### config.mk
export PLATFORM = sky130hd
export DESIGN_NAME = set_assoc_cache_tag_lookup
export DESIGN_NICKNAME = d
export VERILOG_FILES = /design/src/rtl/sacl_pkg.sv /design/src/rtl/set_assoc_cache_tag_lookup.sv
export SDC_FILE = /design/constraint.sdc
export NUM_CORES = 1
export LEC_CHECK = 0
export ABC_AREA = 1
export BUFFER_PORTS_ARGS = -buffer_cell sky130_fd_sc_hd__buf_2
export CAP_MARGIN = 0
export CELL_PAD_IN_SITES_DETAIL_PLACEMENT = 0
export CELL_PAD_IN_SITES_GLOBAL_PLACEMENT = 1
export CORE_MARGIN = 2
export CORE_UTILIZATION = 40
export DETAILED_ROUTE_END_ITERATION = 8
export PLACE_DENSITY_LB_ADDON = 0.1
export SYNTH_ARGS = -nofsm -noshare
export SYNTH_HDL_FRONTEND = slang
export SYNTH_SLANG_ARGS = --single-unit
export TNS_END_PERCENT = 1
### constraint.sdc
create_clock -name clk -period 7.4 [get_ports clk]
set_input_delay 1.48 -clock clk [delete_from_list [all_inputs] [get_ports clk]]
set_output_delay 1.48 -clock clk [all_outputs]
set_load 0.1 [all_outputs]
### src/rtl/sacl_pkg.sv
// Shared types and fixed constants for the set-associative tag lookup.
// No dependencies; imported by set_assoc_cache_tag_lookup.
package sacl_pkg;

  localparam int ADDR_W    = 16;       // width of the address port
  localparam int OUT_WAY_W = 4;        // width of the reported way
  localparam int OUT_TAG_W = 10;       // width of the reported victim tag
  localparam int LFSR_W    = 16;

  localparam logic [LFSR_W-1:0] LFSR_RESET = 16'd43;
  localparam logic [LFSR_W-1:0] LFSR_MASK  = 16'hB400;

  typedef enum logic {
    ST_IDLE,
    ST_LOOKUP
  } sacl_state_t;

endpackage

### src/rtl/set_assoc_cache_tag_lookup.sv
// Set-associative tag lookup with LFSR victim selection and in-place fill.
// Depends on sacl_pkg for the state type and the fixed port widths.

// An address is taken when start is high and busy is low. At the transfer the tag row of
// its set is read from the tag memory and its valid bits from flip-flops, both registered.
// In the LOOKUP state that follows, the tags are compared, a miss writes the victim way
// back into the same row, and the result is registered. out_valid marks the result for
// exactly one cycle, in the cycle after LOOKUP; the receiver cannot stall it. busy is high
// for the one cycle of the read-modify-write, so no new address is taken until it is over.
// The valid bits live in flip-flops and are cleared by reset at once, so no clearing pass
// is needed.
module set_assoc_cache_tag_lookup #(
  parameter int ADDR_BITS = 16,
  parameter int SET_BITS  = 4,
  parameter int LINE_BITS = 2,
  parameter int WAYS      = 3
) (
  input  logic                             clk,
  input  logic                             rst_n,
  input  logic                             start,
  output logic                             busy,
  input  logic [sacl_pkg::ADDR_W-1:0]      in_address,
  output logic                             out_valid,
  output logic                             out_hit,
  output logic [sacl_pkg::OUT_WAY_W-1:0]   out_way,
  output logic                             out_victim_was_valid,
  output logic [sacl_pkg::OUT_TAG_W-1:0]   out_victim_tag
);
  import sacl_pkg::*;

  localparam int SETS     = 1 << SET_BITS;
  localparam int OFF_BITS = SET_BITS + LINE_BITS;
  localparam int TAG_W    = (ADDR_BITS > OFF_BITS) ? (ADDR_BITS - OFF_BITS) : 1;
  localparam int WAY_W    = (WAYS > 1) ? $clog2(WAYS) : 1;
  localparam int ROW_W    = WAYS * TAG_W;
  localparam int EXT_W    = ADDR_W + 32;
  localparam logic [EXT_W-1:0] ADDR_MASK = (EXT_W'(1) << ADDR_BITS) - EXT_W'(1);
  // Reciprocal for the LFSR modulo; exact for every 16-bit value.
  localparam logic [32:0] RECIP = 33'(((64'd1 << 32) + 64'(WAYS) - 64'd1) / 64'(WAYS));

  sacl_state_t state_r, state_nxt;

  logic [ROW_W-1:0]    tag_mem [SETS];
  logic [ROW_W-1:0]    rd_row_r;
  logic [WAYS-1:0]     valid_r [SETS];
  logic [WAYS-1:0]     vld_row_r;
  logic [TAG_W-1:0]    tag_r;
  logic [SET_BITS-1:0] set_r;
  logic [LFSR_W-1:0]   lfsr_r, lfsr_nxt;
  logic [LFSR_W-1:0]   quot_r;

  logic                out_valid_r, out_hit_r, out_vvalid_r;
  logic [OUT_WAY_W-1:0] out_way_r;
  logic [OUT_TAG_W-1:0] out_vtag_r;

  logic [EXT_W-1:0]    addr_ext;
  logic [TAG_W-1:0]    in_tag;
  logic [SET_BITS-1:0] in_set;
  logic [48:0]         prod;
  logic                accept;

  logic                hit_c;
  logic [WAY_W-1:0]    hit_way_c;
  logic [LFSR_W-1:0]   rem_c;
  logic [WAY_W-1:0]    victim_c;
  logic [TAG_W-1:0]    victim_tag_c;
  logic                victim_vld_c;
  logic [ROW_W-1:0]    wr_row_c;
  logic                do_fill;

  // Address split; bits at or above ADDR_BITS are dropped.
  assign addr_ext = EXT_W'(in_address) & ADDR_MASK;
  assign in_tag   = TAG_W'(addr_ext >> OFF_BITS);
  assign in_set   = SET_BITS'(addr_ext >> LINE_BITS);
  assign accept   = start && (state_r == ST_IDLE);
  assign prod     = 49'(lfsr_r) * 49'(RECIP);

  always_ff @(posedge clk) begin
    if (!rst_n) begin
      state_r <= ST_IDLE;
    end else begin
      state_r <= state_nxt;
    end
  end

  always_comb begin
    state_nxt = state_r;
    busy      = 1'b0;
    do_fill   = 1'b0;
    case (state_r)
      ST_IDLE: begin
        if (start) begin
          state_nxt = ST_LOOKUP;
        end
      end
      ST_LOOKUP: begin
        busy      = 1'b1;
        do_fill   = !hit_c;
        state_nxt = ST_IDLE;
      end
      default: begin
        state_nxt = ST_IDLE;
      end
    endcase
  end

  // Tag memory: one row per set, read at the transfer, written back on a miss.
  always_ff @(posedge clk) begin
    if (accept) begin
      rd_row_r <= tag_mem[in_set];
    end
  end

  always_ff @(posedge clk) begin
    if (do_fill) begin
      tag_mem[set_r] <= wr_row_c;
    end
  end

  // Capture the request and the quotient of the LFSR; the LFSR only moves in LOOKUP.
  always_ff @(posedge clk) begin
    if (accept) begin
      tag_r     <= in_tag;
      set_r     <= in_set;
      vld_row_r <= valid_r[in_set];
      quot_r    <= LFSR_W'(prod >> 32);
    end
  end

  always_ff @(posedge clk) begin
    if (!rst_n) begin
      for (int s = 0; s < SETS; s++) begin
        valid_r[s] <= '0;
      end
      lfsr_r <= LFSR_RESET;
    end else begin
      if (do_fill) begin
        valid_r[set_r][victim_c] <= 1'b1;
      end
      lfsr_r <= lfsr_nxt;
    end
  end

  // Compare, pick the victim, build the write-back row and the next LFSR state.
  always_comb begin
    hit_c     = 1'b0;
    hit_way_c = '0;
    for (int w = 0; w < WAYS; w++) begin
      if (vld_row_r[w] && (rd_row_r[w*TAG_W +: TAG_W] == tag_r)) begin
        hit_c     = 1'b1;
        hit_way_c = WAY_W'(w);
      end
    end

    rem_c        = lfsr_r - LFSR_W'(quot_r * LFSR_W'(WAYS));
    victim_c     = WAY_W'(rem_c);
    victim_vld_c = vld_row_r[victim_c];
    victim_tag_c = rd_row_r[32'(victim_c)*TAG_W +: TAG_W];

    wr_row_c = rd_row_r;
    wr_row_c[32'(victim_c)*TAG_W +: TAG_W] = tag_r;

    lfsr_nxt = lfsr_r;
    if (do_fill) begin
      lfsr_nxt = (lfsr_r >> 1) ^ (lfsr_r[0] ? LFSR_MASK : '0);
    end
  end

  always_ff @(posedge clk) begin
    if (!rst_n) begin
      out_valid_r <= 1'b0;
    end else begin
      out_valid_r <= (state_r == ST_LOOKUP);
    end
  end

  always_ff @(posedge clk) begin
    if (state_r == ST_LOOKUP) begin
      out_hit_r <= hit_c;
      if (hit_c) begin
        out_way_r    <= OUT_WAY_W'(hit_way_c);
        out_vvalid_r <= 1'b0;
        out_vtag_r   <= '0;
      end else begin
        out_way_r    <= OUT_WAY_W'(victim_c);
        out_vvalid_r <= victim_vld_c;
        out_vtag_r   <= victim_vld_c ? OUT_TAG_W'(victim_tag_c) : '0;
      end
    end
  end

  assign out_valid            = out_valid_r;
  assign out_hit              = out_hit_r;
  assign out_way              = out_way_r;
  assign out_victim_was_valid = out_vvalid_r;
  assign out_victim_tag       = out_vtag_r;

  a_lookup_strobes: assert property (@(posedge clk) disable iff (!rst_n)
    (state_r == ST_LOOKUP) |=> out_valid)
    else $error("lookup cycle did not produce a result strobe");

  a_hit_clean: assert property (@(posedge clk) disable iff (!rst_n)
    (out_valid && out_hit) |-> (!out_victim_was_valid && (out_victim_tag == '0)))
    else $error("hit reported victim information");

  a_way_range: assert property (@(posedge clk) disable iff (!rst_n)
    out_valid |-> (32'(out_way) < WAYS))
    else $error("reported way out of range");

  a_lfsr_moves_on_miss: assert property (@(posedge clk) disable iff (!rst_n)
    ((state_r == ST_LOOKUP) && !hit_c) |=> (lfsr_r != $past(lfsr_r)))
    else $error("LFSR did not advance on a miss");

  a_lfsr_holds_on_hit: assert property (@(posedge clk) disable iff (!rst_n)
    !do_fill |=> (lfsr_r == $past(lfsr_r)))
    else $error("LFSR moved without a fill");

endmodule
# Word-level counts from Yosys, hierarchy flattened
# Memories as Yosys holds them, arrays and structs flattened. A register that Yosys moved wholly into a read port is not among the register bits.
# Cells that the tools add are included.
[classes]
add_sub_neg = 2
multipliers = 3
n_lt_le_gt_ge = 2
n_eq_ne = 3
n_shift = 3
mux = 24
bitwise = 3
n_reduce_logical = 8
[ops]
columns = ["cell", "n"]
rows = [
  ["$mul 16x30->46 const B", 1],
  ["$neg 6->34", 1],
  ["$shift 10x34->30 const A", 1],
  ["$shiftx 10x34->30", 1],
  ["$bwmux 30", 1],
  ["$eq 10x10->1", 3],
  ["$shiftx 30x7->10", 1],
  ["$mux 16", 1],
  ["$xor 15x16->16", 1],
  ["$mul 15x2->2 const B", 1],
  ["$mux 1", 13],
  ["$mux 3", 3],
  ["$logic_and 1x1->1", 5],
  ["$mul 2x3->5 const B", 1],
  ["$mux 2", 2],
  ["$mux 4", 1],
  ["$lt 2x3->1 const B", 1],
  ["$reduce_or 3->1", 1],
  ["$bmux 1 s2", 1],
  ["$demux 1 s2", 1],
  ["$ge 2x1->1 const B", 1],
  ["$not 1->1", 2],
  ["$pmux 1 s2", 1],
  ["$reduce_or 2->1", 1],
  ["other kinds (2)", 2],
]
[word_totals]
regBits = 63
ramBits = 528
in_bits = 19
output_inout_bits = 18
elab_cells = 60
memories = 2
[mem_list]
columns = ["name", "depth", "width", "rd", "rd_ports_with_merged_regs", "write_ports", "line", "text"]
rows = [
  ["tag_mem", 16, 30, 1, 1, 1, "set_assoc_cache_tag_lookup.sv:43", "logic [ROW_W-1:0] tag_mem [SETS];"],
  ["valid_r", 16, 3, 1, 1, 16, "set_assoc_cache_tag_lookup.sv:45", "logic [WAYS-1:0] valid_r [SETS];"],
]

# Logic depth before layout (Yosys ltp)
[depth]
ltp_word = 12
ltp_mapped = 21

# Worst setup path before layout
# No wires, ideal clock.
[synth_timing]
path_kind = "flip-flop to flip-flop"
startpoint = "reg lfsr_r[1]"
endpoint = "reg quot_r[0], data pin"
setup_time_ns = 0.252
arrival_ns = 4.535
required_ns = 7.148
setup_slack_ns = 2.612
path_stages_with_launch = 21
path_buffers = 0
period_less_slack_ns = 4.788
cell_sequence = "dfxtp_1 ha_1 inv_1 fa_1 fa_1 inv_1 fa_1 inv_1 fa_1 fa_1 inv_1 ha_1 nand2_1 nor2_1 nand2_1 nor3_1 nand2_1 nand2_1 nand2_1 nand3_1 nand2_1"
[synth_between]
elab_chain_cells = 1
[synth_lines]
columns = ["element", "line", "text"]
rows = [
  ["from (decl)", "set_assoc_cache_tag_lookup.sv:49", "logic [LFSR_W-1:0] lfsr_r, lfsr_nxt;"],
  ["from (signal assigned)", "set_assoc_cache_tag_lookup.sv:140", "lfsr_r <= lfsr_nxt;"],
  ["$mul 16x30->46", "set_assoc_cache_tag_lookup.sv:76", "assign prod = 49'(lfsr_r) * 49'(RECIP);"],
  ["named net prod[32]", "set_assoc_cache_tag_lookup.sv:59", "logic [48:0] prod;"],
  ["to (signal assigned)", "set_assoc_cache_tag_lookup.sv:126", "quot_r <= LFSR_W'(prod >> 32);"],
  ["to (decl)", "set_assoc_cache_tag_lookup.sv:50", "logic [LFSR_W-1:0] quot_r;"],
]
# The timed path passes the listed nets, and every way through them passes these cells.
# A chain may end at the register's enable or synchronous reset.

# Worst setup path in the final report
[layout_timing]
startpoint = "reg lfsr_r[0]"
endpoint = "mem tag_mem[2][26] (netlist name), data pin"
[layout_between]
elab_chain_cells = 5
elab_cells_between_ends = 6
classes_between = "add/sub: 2; mul: 1; shift: 2; mux: 1"
[layout_lines]
columns = ["element", "line", "text"]
rows = [
  ["$sub 2x2->2 *", "set_assoc_cache_tag_lookup.sv:155", "rem_c = lfsr_r - LFSR_W'(quot_r * LFSR_W'(WAYS));"],
  ["$mul 2x3->5 *", "set_assoc_cache_tag_lookup.sv:161", "wr_row_c[32'(victim_c)*TAG_W +: TAG_W] = tag_r;"],
  ["$neg 6->34 *", "set_assoc_cache_tag_lookup.sv:161", ""],
  ["$shiftx 10x34->30 or $shift 10x34->30 (tied branches)", "set_assoc_cache_tag_lookup.sv:161", ""],
  ["$bwmux 30 *", "set_assoc_cache_tag_lookup.sv:161", ""],
  ["named net wr_row_c[26]", "set_assoc_cache_tag_lookup.sv:68", "logic [ROW_W-1:0] wr_row_c;"],
  ["to (decl)", "set_assoc_cache_tag_lookup.sv:43", ""],
]
# The timed path passes the listed nets; every way through them passes the cells marked *.

==> key figures <==
STA
  – Min Tclk post-route: 5.69 ns
  – Setup TNS: 0 ns
  – Period utilization: 0.769
  – Relative slew slack: 0.135
  – Final Hold Fails: 0
  – Peak Freq: 176 MHz
  – Final setup violation count: 0
  – Worst-margin pin slew: 1.29 ns
  – Max-slew violations: 0
  – Final Skew: approximately 0.032 ns
  – RSZ-0062 raised after global routing: false
  – Final setup margin: between 1.5 and 2 ns

Yosys
  – FFs w/ async S/R, synth: 0
  – Synthesized flop and latch total: 609
  – Post-synth EDFFs: about 540
  – Synthesized cell area: 29100 um2
  – Sequential area share after synthesis: 0.605
  – Cells after synthesis: 2544
  – Synth warn: 0
  – Synth cell types: 42
  – Synthesized area per cell: ~11 um2
  – Synth Flop Type: edfxtp_1

Critical path
  – Reg-to-reg slack, setup: 1.71 ns
  – CP Class: register to register
  – CP Launch Type: register
  – Worst R2R Path Depth: 16
  – R2R Path Start: lfsr_r[0]
  – Crit path max fanout: 23
  – Worst path arrival time: 5.93 ns
  – Worst R2R End: tag_mem[2][26]
  – CP required: 7.65 ns
  – Worst setup EP type: register

Placed design
  – RD Place Congestion: between 0.8 and 0.9
  – Placed cells: roughly 3400
  – I/O Buffers: 32
  – Pre-CTS setup slack: 1.69 ns
  – Post-DP Area: 30400 um2
  – HPWL after DPL: 45700 um

Detailed routing
  – Vias per inst: around 5.3
  – DRC Markers: 0
  – Routed WL: 78400 um
  – Antenna viol nets, final: 0
  – Number of DRC markers in iteration 0: 1608
  – DRT Pass-1 Iters: 5
  – Wire per inst: approximately 22 um
  – Via count: between 15000 and 20000

Worst hold path
  – Hold EP: valid_r[1][1]
  – Hold depth: 2
  – Hold WC Path Type: register to register
  – Hold path start: valid_r[1][1]

Pwr
  – Pleak: 12.7 nW
  – Worst vdd ir: roughly 0.00032 V
  – Overall power: 12.2 mW
  – PwrDens: 375 nW/um2

Die
  – Die height: roughly 270 um
  – Initial Util: 0.406
  – Die area: 75000 um2
  – Core ar.: 71700 um2
  – Io pins: 37
  – FP Rows: 98
  – Die X: 274 um

Clocking
  – Setup bufs post-CTS: 0
  – Clock tree buffer depth: 3
  – Worst skew pair latency: around 0.62 ns
  – Inserted Clock Buffers: 68
  – Hold Buf Count CTS: 0
  – Clk sinks: 609
  – PostCTS Resize Cnt: 0
  – CTS root buf: clkbuf_16
  – Clock H-tree levels: 3
  – CTS tree: done
  – CTS clk-pin slew, worst paths: 0.06 ns

Global routing
  – Largest net degree at the start of global routing: 139
  – Vias in the first global route: around 19000
  – First-pass GRT wire length: around 120000 um
  – Total GRT Usage: 0.213
  – Initial antenna violation count: 1
  – Grt total ovfl: 0

Finish
  – P&R area growth vs syn: 12.0%
  – Finished Layout Cells: 3562
  – Post-route cell area: roughly 33000 um2
  – Layout cells sized above 1: 0.0858
  – Final nets: between 2000 and 3000

Run
  – Max-capacitance violation count: 0

Status
  – Status: completed
-- layout by cell type (no fill, tap or decap), types with 7 or more instances in the layout --
cell type	instances
nand4_1	55
clkinv_2	7
mux2i_1	132
clkbuf_16	68
dfxtp_1	66
clkbuf_1	15
o22ai_1	13
nand3_1	74
a21oi_1	157
nor3_1	7
nor3_2	10
ha_1	88
inv_1	310
o211ai_1	135
o21ai_0	243
inv_2	11
buf_4	60
clkinv_1	16
nor2_1	94
xnor2_1	12
nand2_1	340
edfxtp_1	543
fa_1	59
buf_2	29
-- stage by stage --
stage | hold WS (ns) | util
after floorplan | 0.418 | -
after global placement | 0.427 | 0.424
after detailed placement | 0.432 | 0.424
after CTS | 0.442 | 0.454
after global routing | 0.455 | 0.454
final | 0.441 | 0.454
-- cells in the mapped netlist (33+ instances only) --
cell type,count,share of area
edfxtp_1,543,0.56
nand2_1,340,0.044
inv_1,313,0.040
o21ai_0,246,0.042
a21oi_1,157,0.027
o211ai_1,135,0.035
mux2i_1,132,0.045
nor2_1,95,0.012
ha_1,88,0.038
clkbuf_1,80,0.010
nand3_1,74,0.013
dfxtp_1,66,0.045
fa_1,59,0.041
nand4_1,55,0.012
buf_2,33,0.0057
-- layer usage --
metal  track usage  vias to the layer above  share of wire
met5             0                        -              0
met4        0.0551                        0          0.019
met3        0.0275                      115          0.045
met2         0.337                      437           0.46
met1         0.311                     9371           0.48
li1              -                     9016              -
-- worst max-delay path by stage --
stage               cells past startpoint              to  startpoint  slack (ns)
floorplan                              20       quot_r[0]   lfsr_r[1]        2.61
global placement                       16  tag_mem[8][26]   lfsr_r[0]        1.64
detailed placement                     16  tag_mem[8][26]   lfsr_r[0]        1.69
CTS                                    16  tag_mem[2][26]   lfsr_r[0]        1.67
global route                           16  tag_mem[2][26]   lfsr_r[0]        1.10
finish                                 16  tag_mem[2][26]   lfsr_r[0]        1.71
-- cell families after synthesis --
family | share of synthesized area
adder cells (fa/ha/maj) | 0.0784
buffers and inverters | 0.0654
other | 0.000129
multiplexers | 0.0454
XOR/XNOR | 0.00451
AND/OR/NAND/NOR | 0.0894
flip-flops | 0.605
AO/OA/AOI/OAI | 0.111
-- area by class of cell --
| class | instances | area, um2 |
|---|---|---|
| clock buffer | 84 | 1770 |
| fill | 6583 | 39100 |
| timing repair buffer | 93 | 671 |
| multi-input combinational | 1465 | 9690 |
| sequential | 609 | 17600 |
| inverter | 326 | 1230 |
| antenna | 1 | 2.50 |
| tap | 950 | 1190 |
| clock inverter | 34 | 417 |
-- power by group --
group	leakage (nW)	switching, mW	total, mW	internal [mW]
clock	1.05	1.40	3.30	1.90
sequential	5.48	0.0616	4.68	4.62
combinational	6.15	3.05	4.25	1.20
-- state kept, by name (all words and copies together) (netlist names), 2 cells and up --
name            count
tag_mem           480
valid_r            48
rd_row_r           30
lfsr_r             16
out_victim_tag     10
tag_r              10
set_r               4
vld_row_r           3
out_way             2
quot_r              2
-- worst max-delay path, cell delays in order (launching register included) --
cell      delay [ns]
dfxtp_1         0.77
inv_1           0.35
ha_1            0.40
inv_1           0.04
ha_1            0.17
nor2_1          0.12
xnor2_1         0.15
inv_1           0.06
nand2_1         0.05
nand2_1         0.25
ha_1            0.87
clkinv_1        0.63
nand2_1         0.19
o21ai_0         0.17
nand2_1         0.10
nand2_1         0.11
o22ai_1         0.88
(Power assumes the default switching activity.)
